## src/rtl/core/id3art_pkg.sv

```systemverilog
// Shared types and constants for the cover-art JPEG extractor.
// Holds payload structs, state and queue entry codes, tag characters.
// No dependencies.
package id3art_pkg;

	localparam logic [7:0] TAG_A = 8'h41;
	localparam logic [7:0] TAG_P = 8'h50;
	localparam logic [7:0] TAG_I = 8'h49;
	localparam logic [7:0] TAG_C = 8'h43;
	localparam logic [7:0] MARK_FF = 8'hFF;
	localparam logic [7:0] MARK_D8 = 8'hD8;

	localparam int unsigned PAYLOAD_W = 24;
	localparam logic [PAYLOAD_W-1:0] MAX_PAYLOAD_RST = 24'd1500000;

	localparam logic REG_MAX_PAYLOAD = 1'b0;

	typedef struct packed {
		logic [7:0] data_byte;
		logic       end_of_source;
	} in_item_t;

	typedef struct packed {
		logic [7:0] out_byte;
		logic       is_last;
		logic       no_image;
	} out_item_t;

	typedef enum logic [1:0] {
		PH_TAG,
		PH_MARK,
		PH_FWD,
		PH_DONE
	} phase_t;

	typedef enum logic [1:0] {
		K_NOIMG,
		K_MARK,
		K_DATA
	} entry_kind_t;

	typedef struct packed {
		entry_kind_t kind;
		logic [7:0]  data;
		logic        last;
	} q_entry_t;

	function automatic logic [7:0] tag_char(input logic [1:0] idx);
		logic [7:0] c;
		unique case (idx)
			2'd0:    c = TAG_A;
			2'd1:    c = TAG_P;
			2'd2:    c = TAG_I;
			default: c = TAG_C;
		endcase
		return c;
	endfunction

endpackage

```

## src/rtl/core/id3art_front.sv

```systemverilog
// Front stage: tag and marker search, payload count, queue entry build.
// Depends on id3art_pkg.
module id3art_front (
	input  logic                                 clk,
	input  logic                                 arst_n,
	input  logic                                 accept,
	input  id3art_pkg::in_item_t                 item,
	input  logic [id3art_pkg::PAYLOAD_W-1:0]     max_payload,
	output logic                                 ent_push,
	output id3art_pkg::q_entry_t                 ent
);
	import id3art_pkg::*;

	phase_t                 phase_q, phase_d;
	logic [1:0]             tag_q, tag_d;
	logic                   ff_q, ff_d;
	logic [PAYLOAD_W-1:0]   left_q, left_d;

	logic [7:0] b;
	logic       eos;
	logic       tag_hit;
	logic       mark_hit;
	logic       mark_last;
	logic       left_one;

	assign b         = item.data_byte;
	assign eos       = item.end_of_source;
	assign tag_hit   = (b == tag_char(tag_q));
	assign mark_hit  = ff_q && (b == MARK_D8);
	assign mark_last = eos || (max_payload == '0);
	assign left_one  = (left_q == PAYLOAD_W'(1));

	always_comb begin
		phase_d = phase_q;
		tag_d   = tag_q;
		ff_d    = ff_q;
		left_d  = left_q;
		unique case (phase_q)
			PH_TAG: begin
				if (tag_hit) begin
					if (tag_q == 2'd3) begin
						tag_d   = 2'd0;
						ff_d    = 1'b0;
						phase_d = PH_MARK;
					end else begin
						tag_d = tag_q + 2'd1;
					end
				end else begin
					tag_d = (b == TAG_A) ? 2'd1 : 2'd0;
				end
			end
			PH_MARK: begin
				if (mark_hit) begin
					ff_d    = 1'b0;
					left_d  = max_payload;
					phase_d = mark_last ? PH_DONE : PH_FWD;
				end else begin
					ff_d = (b == MARK_FF);
				end
			end
			PH_FWD: begin
				if (left_q != '0) begin
					left_d = left_q - PAYLOAD_W'(1);
					if (left_one)
						phase_d = PH_DONE;
				end else begin
					phase_d = PH_DONE;
				end
			end
			default: begin
			end
		endcase
		if (eos) begin
			phase_d = PH_TAG;
			tag_d   = 2'd0;
			ff_d    = 1'b0;
			left_d  = '0;
		end
	end

	always_comb begin
		ent_push  = 1'b0;
		ent.kind  = K_DATA;
		ent.data  = b;
		ent.last  = 1'b0;
		unique case (phase_q)
			PH_TAG: begin
				ent_push = accept && eos;
				ent.kind = K_NOIMG;
				ent.last = 1'b1;
			end
			PH_MARK: begin
				ent_push = accept && (mark_hit || eos);
				ent.kind = mark_hit ? K_MARK : K_NOIMG;
				ent.last = mark_hit ? mark_last : 1'b1;
			end
			PH_FWD: begin
				ent_push = accept && (left_q != '0);
				ent.kind = K_DATA;
				ent.last = eos || left_one;
			end
			default: begin
			end
		endcase
	end

	always_ff @(posedge clk or negedge arst_n) begin
		if (!arst_n) begin
			phase_q <= PH_TAG;
			tag_q   <= 2'd0;
			ff_q    <= 1'b0;
			left_q  <= '0;
		end else if (accept) begin
			phase_q <= phase_d;
			tag_q   <= tag_d;
			ff_q    <= ff_d;
			left_q  <= left_d;
		end
	end

endmodule

```

## src/rtl/core/id3art_fifo.sv

```systemverilog
// Short queue of classified entries between front and back stages.
// Depends on id3art_pkg.
module id3art_fifo #(
	parameter int unsigned DEPTH = 4
) (
	input  logic                  clk,
	input  logic                  arst_n,
	input  logic                  push,
	input  id3art_pkg::q_entry_t  wdata,
	output logic                  full,
	input  logic                  take,
	output id3art_pkg::q_entry_t  rdata,
	output logic                  nonempty
);
	import id3art_pkg::*;

	localparam int unsigned AW = (DEPTH > 1) ? $clog2(DEPTH) : 1;
	localparam int unsigned CW = $clog2(DEPTH + 1);
	localparam logic [AW-1:0] LAST_IDX = AW'(DEPTH - 1);
	localparam logic [CW-1:0] FULL_CNT = CW'(DEPTH);

	q_entry_t      mem_q [DEPTH];
	logic [AW-1:0] wr_q, rd_q;
	logic [CW-1:0] cnt_q;
	logic          do_push, do_take;

	assign full     = (cnt_q == FULL_CNT);
	assign nonempty = (cnt_q != '0);
	assign do_push  = push && !full;
	assign do_take  = take && nonempty;
	assign rdata    = mem_q[rd_q];

	always_ff @(posedge clk) begin
		if (do_push)
			mem_q[wr_q] <= wdata;
	end

	always_ff @(posedge clk or negedge arst_n) begin
		if (!arst_n) begin
			wr_q  <= '0;
			rd_q  <= '0;
			cnt_q <= '0;
		end else begin
			if (do_push)
				wr_q <= (wr_q == LAST_IDX) ? '0 : wr_q + AW'(1);
			if (do_take)
				rd_q <= (rd_q == LAST_IDX) ? '0 : rd_q + AW'(1);
			if (do_push && !do_take)
				cnt_q <= cnt_q + CW'(1);
			else if (do_take && !do_push)
				cnt_q <= cnt_q - CW'(1);
		end
	end

endmodule

```

## src/rtl/core/id3art_back.sv

```systemverilog
// Back stage: expands queue entries into result beats, holds the output register.
// Depends on id3art_pkg.
module id3art_back (
	input  logic                  clk,
	input  logic                  arst_n,
	input  logic                  nonempty,
	input  id3art_pkg::q_entry_t  ent,
	output logic                  take,
	output logic                  empty,
	input  logic                  pop,
	output id3art_pkg::out_item_t res_item
);
	import id3art_pkg::*;

	out_item_t out_q;
	logic      vld_q;
	logic      d8_pend_q;
	logic      d8_last_q;
	logic      load;

	assign load     = !vld_q || pop;
	assign take     = load && !d8_pend_q && nonempty;
	assign empty    = !vld_q;
	assign res_item = out_q;

	always_ff @(posedge clk or negedge arst_n) begin
		if (!arst_n) begin
			vld_q     <= 1'b0;
			d8_pend_q <= 1'b0;
		end else if (load) begin
			if (d8_pend_q) begin
				vld_q     <= 1'b1;
				d8_pend_q <= 1'b0;
			end else begin
				vld_q     <= nonempty;
				d8_pend_q <= nonempty && (ent.kind == K_MARK);
			end
		end
	end

	always_ff @(posedge clk) begin
		if (load) begin
			if (d8_pend_q) begin
				out_q <= '{out_byte: MARK_D8, is_last: d8_last_q, no_image: 1'b0};
			end else if (nonempty) begin
				d8_last_q <= ent.last;
				case (ent.kind)
					K_NOIMG: out_q <= '{out_byte: 8'h00, is_last: 1'b1, no_image: 1'b1};
					K_MARK:  out_q <= '{out_byte: MARK_FF, is_last: 1'b0, no_image: 1'b0};
					default: out_q <= '{out_byte: ent.data, is_last: ent.last, no_image: 1'b0};
				endcase
			end
		end
	end

endmodule

```

## src/rtl/core/id3_art_jpeg_extractor_top.sv

```systemverilog
// Top level of the cover-art JPEG extractor: config register, front, queue, back.
// Depends on id3art_pkg, id3art_front, id3art_fifo, id3art_back.
//
// Usage:
//   Input queue port: src_item (data_byte, end_of_source) is taken on push && !full.
//   Result queue port: res_item is valid while empty is low, taken on pop.
//   APB port: max_payload at byte address 0 (24 bits, reset 1500000).
// Bytes are matched against the APIC tag, then the FF D8 marker; on the marker
// two beats (FF, D8) are produced, then up to max_payload forwarded bytes.
// An end_of_source byte before the marker gives one no_image beat.
// With the queue empty, a byte's result entry is written into the queue at the
// edge that takes the byte, then loaded into the output register. Throughput:
// one byte per cycle while full is low; the marker yields two beats, which the back
// stage sends in turn, FF then D8, while the queue (QUEUE_DEPTH) absorbs the extra beat.
// Reset: search state returns to tag search, queue and output empty,
// max_payload back to its reset value.
// Stall: while pop is low the output beat holds; the queue then fills and full
// rises, holding the source.
module id3_art_jpeg_extractor_top #(
	parameter int unsigned QUEUE_DEPTH = 4
) (
	input  logic                  clk,
	input  logic                  arst_n,
	input  logic                  push,
	output logic                  full,
	input  id3art_pkg::in_item_t  src_item,
	output logic                  empty,
	input  logic                  pop,
	output id3art_pkg::out_item_t res_item,
	input  logic                  psel,
	input  logic                  penable,
	input  logic                  pwrite,
	input  logic [2:0]            paddr,
	input  logic [31:0]           pwdata,
	output logic [31:0]           prdata,
	output logic                  pready
);
	import id3art_pkg::*;

	logic [PAYLOAD_W-1:0] max_payload_q;
	logic                 accept;
	logic                 ent_push;
	q_entry_t             ent_w;
	q_entry_t             ent_r;
	logic                 nonempty;
	logic                 take;

	assign pready = 1'b1;
	assign accept = push && !full;
	assign prdata = (paddr[2] == REG_MAX_PAYLOAD) ? {{(32-PAYLOAD_W){1'b0}}, max_payload_q} : '0;

	always_ff @(posedge clk or negedge arst_n) begin
		if (!arst_n) begin
			max_payload_q <= MAX_PAYLOAD_RST;
		end else if (psel && penable && pwrite && pready && (paddr[2] == REG_MAX_PAYLOAD)) begin
			max_payload_q <= pwdata[PAYLOAD_W-1:0];
		end
	end

	id3art_front u_front (
		.clk         (clk),
		.arst_n      (arst_n),
		.accept      (accept),
		.item        (src_item),
		.max_payload (max_payload_q),
		.ent_push    (ent_push),
		.ent         (ent_w)
	);

	id3art_fifo #(
		.DEPTH (QUEUE_DEPTH)
	) u_fifo (
		.clk      (clk),
		.arst_n   (arst_n),
		.push     (ent_push),
		.wdata    (ent_w),
		.full     (full),
		.take     (take),
		.rdata    (ent_r),
		.nonempty (nonempty)
	);

	id3art_back u_back (
		.clk      (clk),
		.arst_n   (arst_n),
		.nonempty (nonempty),
		.ent      (ent_r),
		.take     (take),
		.empty    (empty),
		.pop      (pop),
		.res_item (res_item)
	);

endmodule
```

## config.mk

```make
export PLATFORM = sky130hd
export DESIGN_NAME = id3_art_jpeg_extractor_top
export DESIGN_NICKNAME = d
export VERILOG_FILES = /design/src/rtl/core/id3art_pkg.sv /design/src/rtl/core/id3art_front.sv /design/src/rtl/core/id3art_fifo.sv /design/src/rtl/core/id3art_back.sv /design/src/rtl/core/id3_art_jpeg_extractor_top.sv
export SDC_FILE = /design/constraint.sdc
export NUM_CORES = 1
export LEC_CHECK = 0
export BUFFER_PORTS_ARGS = -buffer_cell sky130_fd_sc_hd__buf_2
export CORE_ASPECT_RATIO = 1.5
export CORE_MARGIN = 3
export CORE_UTILIZATION = 35
export DETAILED_ROUTE_END_ITERATION = 6
export HOLD_SLACK_MARGIN = 0.02
export SETUP_SLACK_MARGIN = 0.02
export SLEW_MARGIN = 20
export SYNTH_ARGS = -nofsm -noshare
export SYNTH_HDL_FRONTEND = slang
export SYNTH_SLANG_ARGS = --single-unit
export TNS_END_PERCENT = 1
```

## constraint.sdc

```tcl
create_clock -name clk -period 2.63 [get_ports clk]
set_input_delay 0.263 -clock clk [delete_from_list [all_inputs] [get_ports clk]]
set_output_delay 0.263 -clock clk [all_outputs]
set_load 0.03 [all_outputs]
```

Word-level counts from Yosys, hierarchy flattened
Memories as Yosys holds them, arrays and structs flattened.
Cells that the tools add are included.
{"block": "classes", "reduce_logical": 42, "n_mux": 40, "add_sub_neg": 6, "n_bitwise": 2, "n_eq_ne": 19}
{"op": "2-to-1 mux 24 bit", "n": 4}
{"op": "one-hot mux 24 bit (2 select lines)", "n": 1}
{"op": "2-to-1 mux 2 bit", "n": 13}
{"op": "== test 24 x 1 -> 1 bit (second input constant)", "n": 1}
{"op": "logical NOT 24 bit", "n": 1}
{"op": "nonzero test 24 bit", "n": 1}
{"op": "subtractor 24 x 1 -> 24 bit (second input constant)", "n": 1}
{"op": "one-hot mux 10 bit (2 select lines)", "n": 1}
{"op": "== test 8 bit (second input constant)", "n": 2}
{"op": "logical AND 1 bit", "n": 15}
{"op": "one-hot mux 5 bit (3 select lines)", "n": 1}
{"op": "2-to-1 mux 1 bit", "n": 12}
{"op": "!= test 3 x 2 -> 1 bit (second input constant)", "n": 4}
{"op": "== test 2 bit (second input constant)", "n": 5}
{"op": "2-to-1 mux 10 bit", "n": 1}
{"op": "nonzero test 3 bit", "n": 3}
{"op": "== test 8 x 7 -> 1 bit", "n": 1}
{"op": "== test 8 x 7 -> 1 bit (second input constant)", "n": 1}
{"op": "AND reduction 4 bit", "n": 2}
{"op": "adder 2 x 1 -> 2 bit (second input constant)", "n": 3}
{"op": "== test 2 x 1 -> 1 bit (second input constant)", "n": 3}
{"op": "logical NOT 2 bit", "n": 3}
{"op": "2-to-1 mux 3 bit", "n": 2}
{"op": "one-hot mux 1 bit (3 select lines)", "n": 2}
{"op": "15 further kinds", "n": 26}
{"block": "totals", "output_inout_bits": 45, "ff_bits": 73, "in_bits": 51, "mem_bits_rw": 44, "elab_cells": 124, "memories": 1}
{"memory": "u_fifo.mem_q", "depth": 4, "width": 11, "rd": 1, "rd_ports_with_merged_regs": 0, "write_ports": 1, "line": "id3art_fifo.sv:22", "source": "q_entry_t mem_q [DEPTH];"}

Longest topological paths before layout
{"block": "logic_depth", "ltp_word": 10, "mapped_depth": 12, "depth_no_buf": 11}

Cells and area by module
Synthesis repeated with hierarchy kept, for this count alone.
{"block": "hier_totals", "hier_cells": 536, "hier_area_um2": 6337.3}
{"mod": "id3art_front", "cells_per_inst": 305, "seq_area_each_um2": 725.7, "area_each_um2": 2451.1, "instances": 1}
{"mod": "id3art_fifo", "cells_per_inst": 94, "seq_area_each_um2": 1496.4, "area_each_um2": 2057.0, "instances": 1}
{"mod": "id3_art_jpeg_extractor_top", "cells_per_inst": 89, "seq_area_each_um2": 613.1, "area_each_um2": 1246.2, "instances": 1}
{"mod": "id3art_back", "cells_per_inst": 48, "seq_area_each_um2": 380.4, "area_each_um2": 583.1, "instances": 1}

Least setup slack after synthesis
Ideal clock, no wire load.
{"block": "synth_timing", "kind": "reg-to-reg", "start": "reg u_front.left_q[19]", "end": "reg u_fifo.cnt_q[1]", "required_time_ns": 2.505, "path_buffers": 0, "path_stages_with_launch": 9, "setup_ns": 0.125, "arrival_ns": 2.651, "synth_period_minus_slack_ns": 2.775, "setup_slack_ns": -0.145, "path_cell_list": "dfrtp_1 > or4_4 > or3_4 > o31ai_4 > a21oi_2 > ha_1 > inv_1 > fa_1 > mux2_2"}
{"block": "synth_via", "elab_chain_len": 7, "elab_cells_between_ends": 9, "cone_classes": "2 x mux; 7 x reduce/logical"}
{"element": "start: declaration", "line": "id3art_front.sv:17", "source": "logic [PAYLOAD_W-1:0] left_q, left_d;"}
{"element": "start signal: assignment", "line": "id3art_front.sv:117", "source": "left_q <= left_d;"}
{"element": "nonzero test 24 bit (*)", "line": "id3art_front.sv:98", "source": "ent_push = accept && (left_q != '0);"}
{"element": "logical AND 1 bit (*)", "line": "id3art_front.sv:98"}
{"element": "one-hot mux 1 bit (3 select lines) (*)", "line": "id3art_front.sv:86", "source": "unique case (phase_q)"}
{"element": "logical AND 1 bit (*)", "line": "id3art_fifo.sv:29", "source": "assign do_push = push && !full;"}
{"element": "named net u_fifo.do_push", "line": "id3art_fifo.sv:25", "source": "logic do_push, do_take;"}
{"element": "logical NOT 1 bit", "line": "id3art_fifo.sv:50", "source": "else if (do_take && !do_push)"}
{"element": "logical AND 1 bit", "line": "id3art_fifo.sv:50"}
{"element": "nonzero test 2 bit (no line)"}
{"element": "end signal: assignment", "line": "id3art_fifo.sv:49", "source": "cnt_q <= cnt_q + CW'(1);"}
{"element": "end signal: assignment", "line": "id3art_fifo.sv:51", "source": "cnt_q <= cnt_q - CW'(1);"}
{"element": "end: declaration", "line": "id3art_fifo.sv:24", "source": "logic [CW-1:0] cnt_q;"}
Mark *: on every way through the listed nets, which the timed path passes. The rest lies on a longest branch.
A chain may end at the register's enable or synchronous reset.

Worst setup path after layout
{"block": "layout_timing", "start": "reg u_front.left_q[22]", "end": "reg u_fifo.cnt_q[1]"}
Same word-level chain as after synthesis.

==> metrics.md <==
| Metric | Value |
|---|---|
| Outcome | `finished with violations` |
| Failing checks | `setup timing` |
| Htree depth | `4` |
| Max Freq | `380.1 MHz` |
| Worst hold margin | `43.99 ps` |
| Hold Fails Final Rpt | `0` |
| Placed inst area | `6920 sq um` |
| Die width | `113.3 um` |
| P&R area growth vs syn | `24.76%` |
| Final worst slack | `-1.112 ps` |
| CTS tree | `yes` |
| Final Critical Period | `2631 ps` |
| Crit Path Max Fanout | `2` |
| Max Cap Viol | `0` |
| Row count | `58` |
| N_diodes | `0` |
| Detail Route Antenna Nets | `0` |
| Most instantiated cells after synthesis | `edfxtp_1 (55), dfrtp_1 (52), o21ai_0 (36)` |
| Final total power | `8.906 mW` |
| Drc violations | `0` |
| Num CTS Buffers | `17` |
| Non-filler cells, final | `858` |
| PwrDens | `1180 nW/um^2` |
| Dpl cells | `825` |
| Type of the worst setup path | `reg2reg` |
| Ys Warns | `0` |
| Clk sinks | `117` |
| Drt wl/cell | `17.18 um` |
| Vias in the first global route | `4835` |
| Worst rel slew slack | `46.07%` |
| Min-delay worst type | `in2reg` |
| Die height | `167 um` |
| Cell area after layout | `7546 sq um` |
| Period utilisation layout | `100.0%` |
| Cell with the most instances after synthesis | `edfxtp_1` |
| Worst clock skew | `15.59 ps` |
| Root Buffer | `clkbuf_16` |
| Layout cells sized above 1 | `33.49%` |
| Main synth FF type | `edfxtp_1` |
| Synthesized area per cell | `11.59 sq um` |
| Worst slew pin tran | `806.0 ps` |
| Required @ worst endpoint | `2920 ps` |
| Max clock buf depth | `2` |
| Final WL | `14740 um` |
| NumNets Final | `702` |
| Yosys reg bits | `117` |
| CP Launch Type | `register` |
| Final setup TNS | `-1.112 ps` |
| Detail Placement HPWL | `10760 um` |
| Leakage power | `3.092 nW` |
| Die area | `18930 sq um` |
| Clock transition at path regs | `60 ps` |
| Core Util, Final | `44.82%` |
| RSZ-0062 raised after global routing | `yes` |
| TritonRoute pass-1 iters | `4` |
| Pre-CTS setup slack | `-17.85 ps` |
| Synth top area cells | `edfxtp_1 (27%), dfrtp_1 (22%), mux2_2 (5.4%)` |
| I/O Pins | `96` |
| Reg2Reg Setup Slack | `-1 ps` |
| Initial DRC Count | `278` |
| WP data arrival | `2920 ps` |
| Initial core utilization | `35.92%` |
| Post-synth top area share | `27.31%` |
| Antenna violations before repair | `0` |
| Remaining global-route overflow | `0` |
| Gpl congestion | `0.8872` |
| Routed via count | `4639` |
| Postcts setup bufs | `0` |
| Asr flop ratio synth | `52.99%` |
| Post-synth top area cell | `edfxtp_1` |
| Via/cell ratio | `5.407` |
| Worst-Skew Late Latency | `420 ps` |
| Mapped Cells | `522` |
| Core ar. | `16840 sq um` |
| Gr usage total | `16.13%` |
| Setup violators final | `1` |
| Distinct cell type count after synthesis | `67` |
| Max-slew violations | `0` |
| Number of synthesized flops with an enable pin | `55` |
| Port Buf Inserts | `76` |
| Largest net degree at the start of global routing | `63` |
| Cell Area, Synth | `6048 sq um` |
| Critical Path Sink Type | `register` |
| Global-route wire length before repair | `24160 um` |
| IR drop worst, VDD | `0.0006060 V` |
| Sequential cell area fraction in the yosys report | `53.17%` |
-- routing by layer --
| layer | track usage [%] | share of wire (%) | vias to the layer above |
|---|---|---|---|
| met5 | 0 | 0 | - |
| li1 | - | - | 2166 |
| met4 | 7.793 | 2.9 | 0 |
| met1 | 18.49 | 40 | 2252 |
| met3 | 4.144 | 5.5 | 28 |
| met2 | 27.71 | 51 | 193 |
-- worst max-delay path, cell delays in order, from the launching register on --
cell,delay [ps]
dfrtp_1,380
or4_4,540
or3_4,420
o31ai_4,220
a21oi_4,100
ha_4,170
inv_2,50
fa_1,390
mux2_2,260
-- cell families (layout without fill, tap and decap cells) --
kind of cell	Yosys count	count (layout)	share of synthesized area, %
fa+ha+maj	16	16	3.434
buf+inv	59	178	4.344
mux	46	46	10.45
other cells	2	9	0.1242
simple gates	172	172	15.87
compound gates	105	105	11.90
xor+xnor	5	5	0.7242
flops	117	117	53.17
-- cell type report --
cell class	instances	area (sq um)
clock inverter	15	168.9
timing repair buffer	122	753.2
tap	210	262.8
sequential	117	3216
inverter	24	90.09
fill	1565	9290
multi-input combinational	353	2630
clock buffer	17	425.4
-- repair_timing --
| action | CTS | global route |
|---|---|---|
| endpoints found under the setup margin | 1 | 8 |
| gates resized for setup | 1 | 2 |
| pin swaps | 0 | 1 |
| hold endpoints to repair | 52 | 0 |
| hold buffers | 1 | 0 |
-- cells in the final DEF, fill, tap and decap left out, drive strengths merged, types with 5 or more instances in the layout --
master and count:
a21oi 9, a31oi 9, and2 6, buf 121, clkbuf 17, clkinv 5
conb 9, dfrtp 52, dfstp 10, edfxtp 55, ha 15, inv 31
mux2 31, mux2i 5, mux4 10, nand2 25, nand3 7, nand4 5
nor2 35, nor2b 30, nor3 19, nor4 17, o21ai 37, o22ai 5
o2bb2ai 8, o31ai 6, or4 6
-- registers in the layout, summed over array words and instances, names as in the netlist --
signal,flops
u_front.tag_q,2
u_fifo.wr_q,2
u_back.d8_pend_q,1
u_fifo.cnt_q,3
u_fifo.rd_q,2
u_back.res_item,10
u_back.vld_q,1
u_back.d8_last_q,1
max_payload_q,24
u_front.left_q,24
u_front.ff_q,1
u_front.phase_q,2
u_fifo.mem_q,44
-- report_power, final --
group          total, mW  leakage, nW  switching (mW)  internal [mW]
Clock               2.31        0.290           0.887           1.42
Sequential          2.95         1.27           0.408           2.54
Combinational       3.65         1.53            2.09           1.55
Total               8.91         3.09            3.39           5.52
-- final timing paths --
kind / startpoint / endpoint / cells past startpoint
max in group asynchronous: arst_n / max_payload_q[18]$_DFFE_PN1P_ / 3
worst min-delay path: pop / u_back.vld_q$_DFFE_PN0N_ / 2
worst min register to register: u_fifo.cnt_q[2]$_DFFE_PN0P_ / u_fifo.cnt_q[2]$_DFFE_PN0P_ / 1
min in group asynchronous: arst_n / u_front.tag_q[0]$_DFFE_PN0P_ / 3
worst max-delay path: u_front.left_q[22]$_DFFE_PN0P_ / u_fifo.cnt_q[1]$_DFFE_PN0P_ / 8
worst max register to register: u_front.left_q[22]$_DFFE_PN0P_ / u_fifo.cnt_q[1]$_DFFE_PN0P_ / 8
No activity file was read; power rests on OpenSTA's default activity.
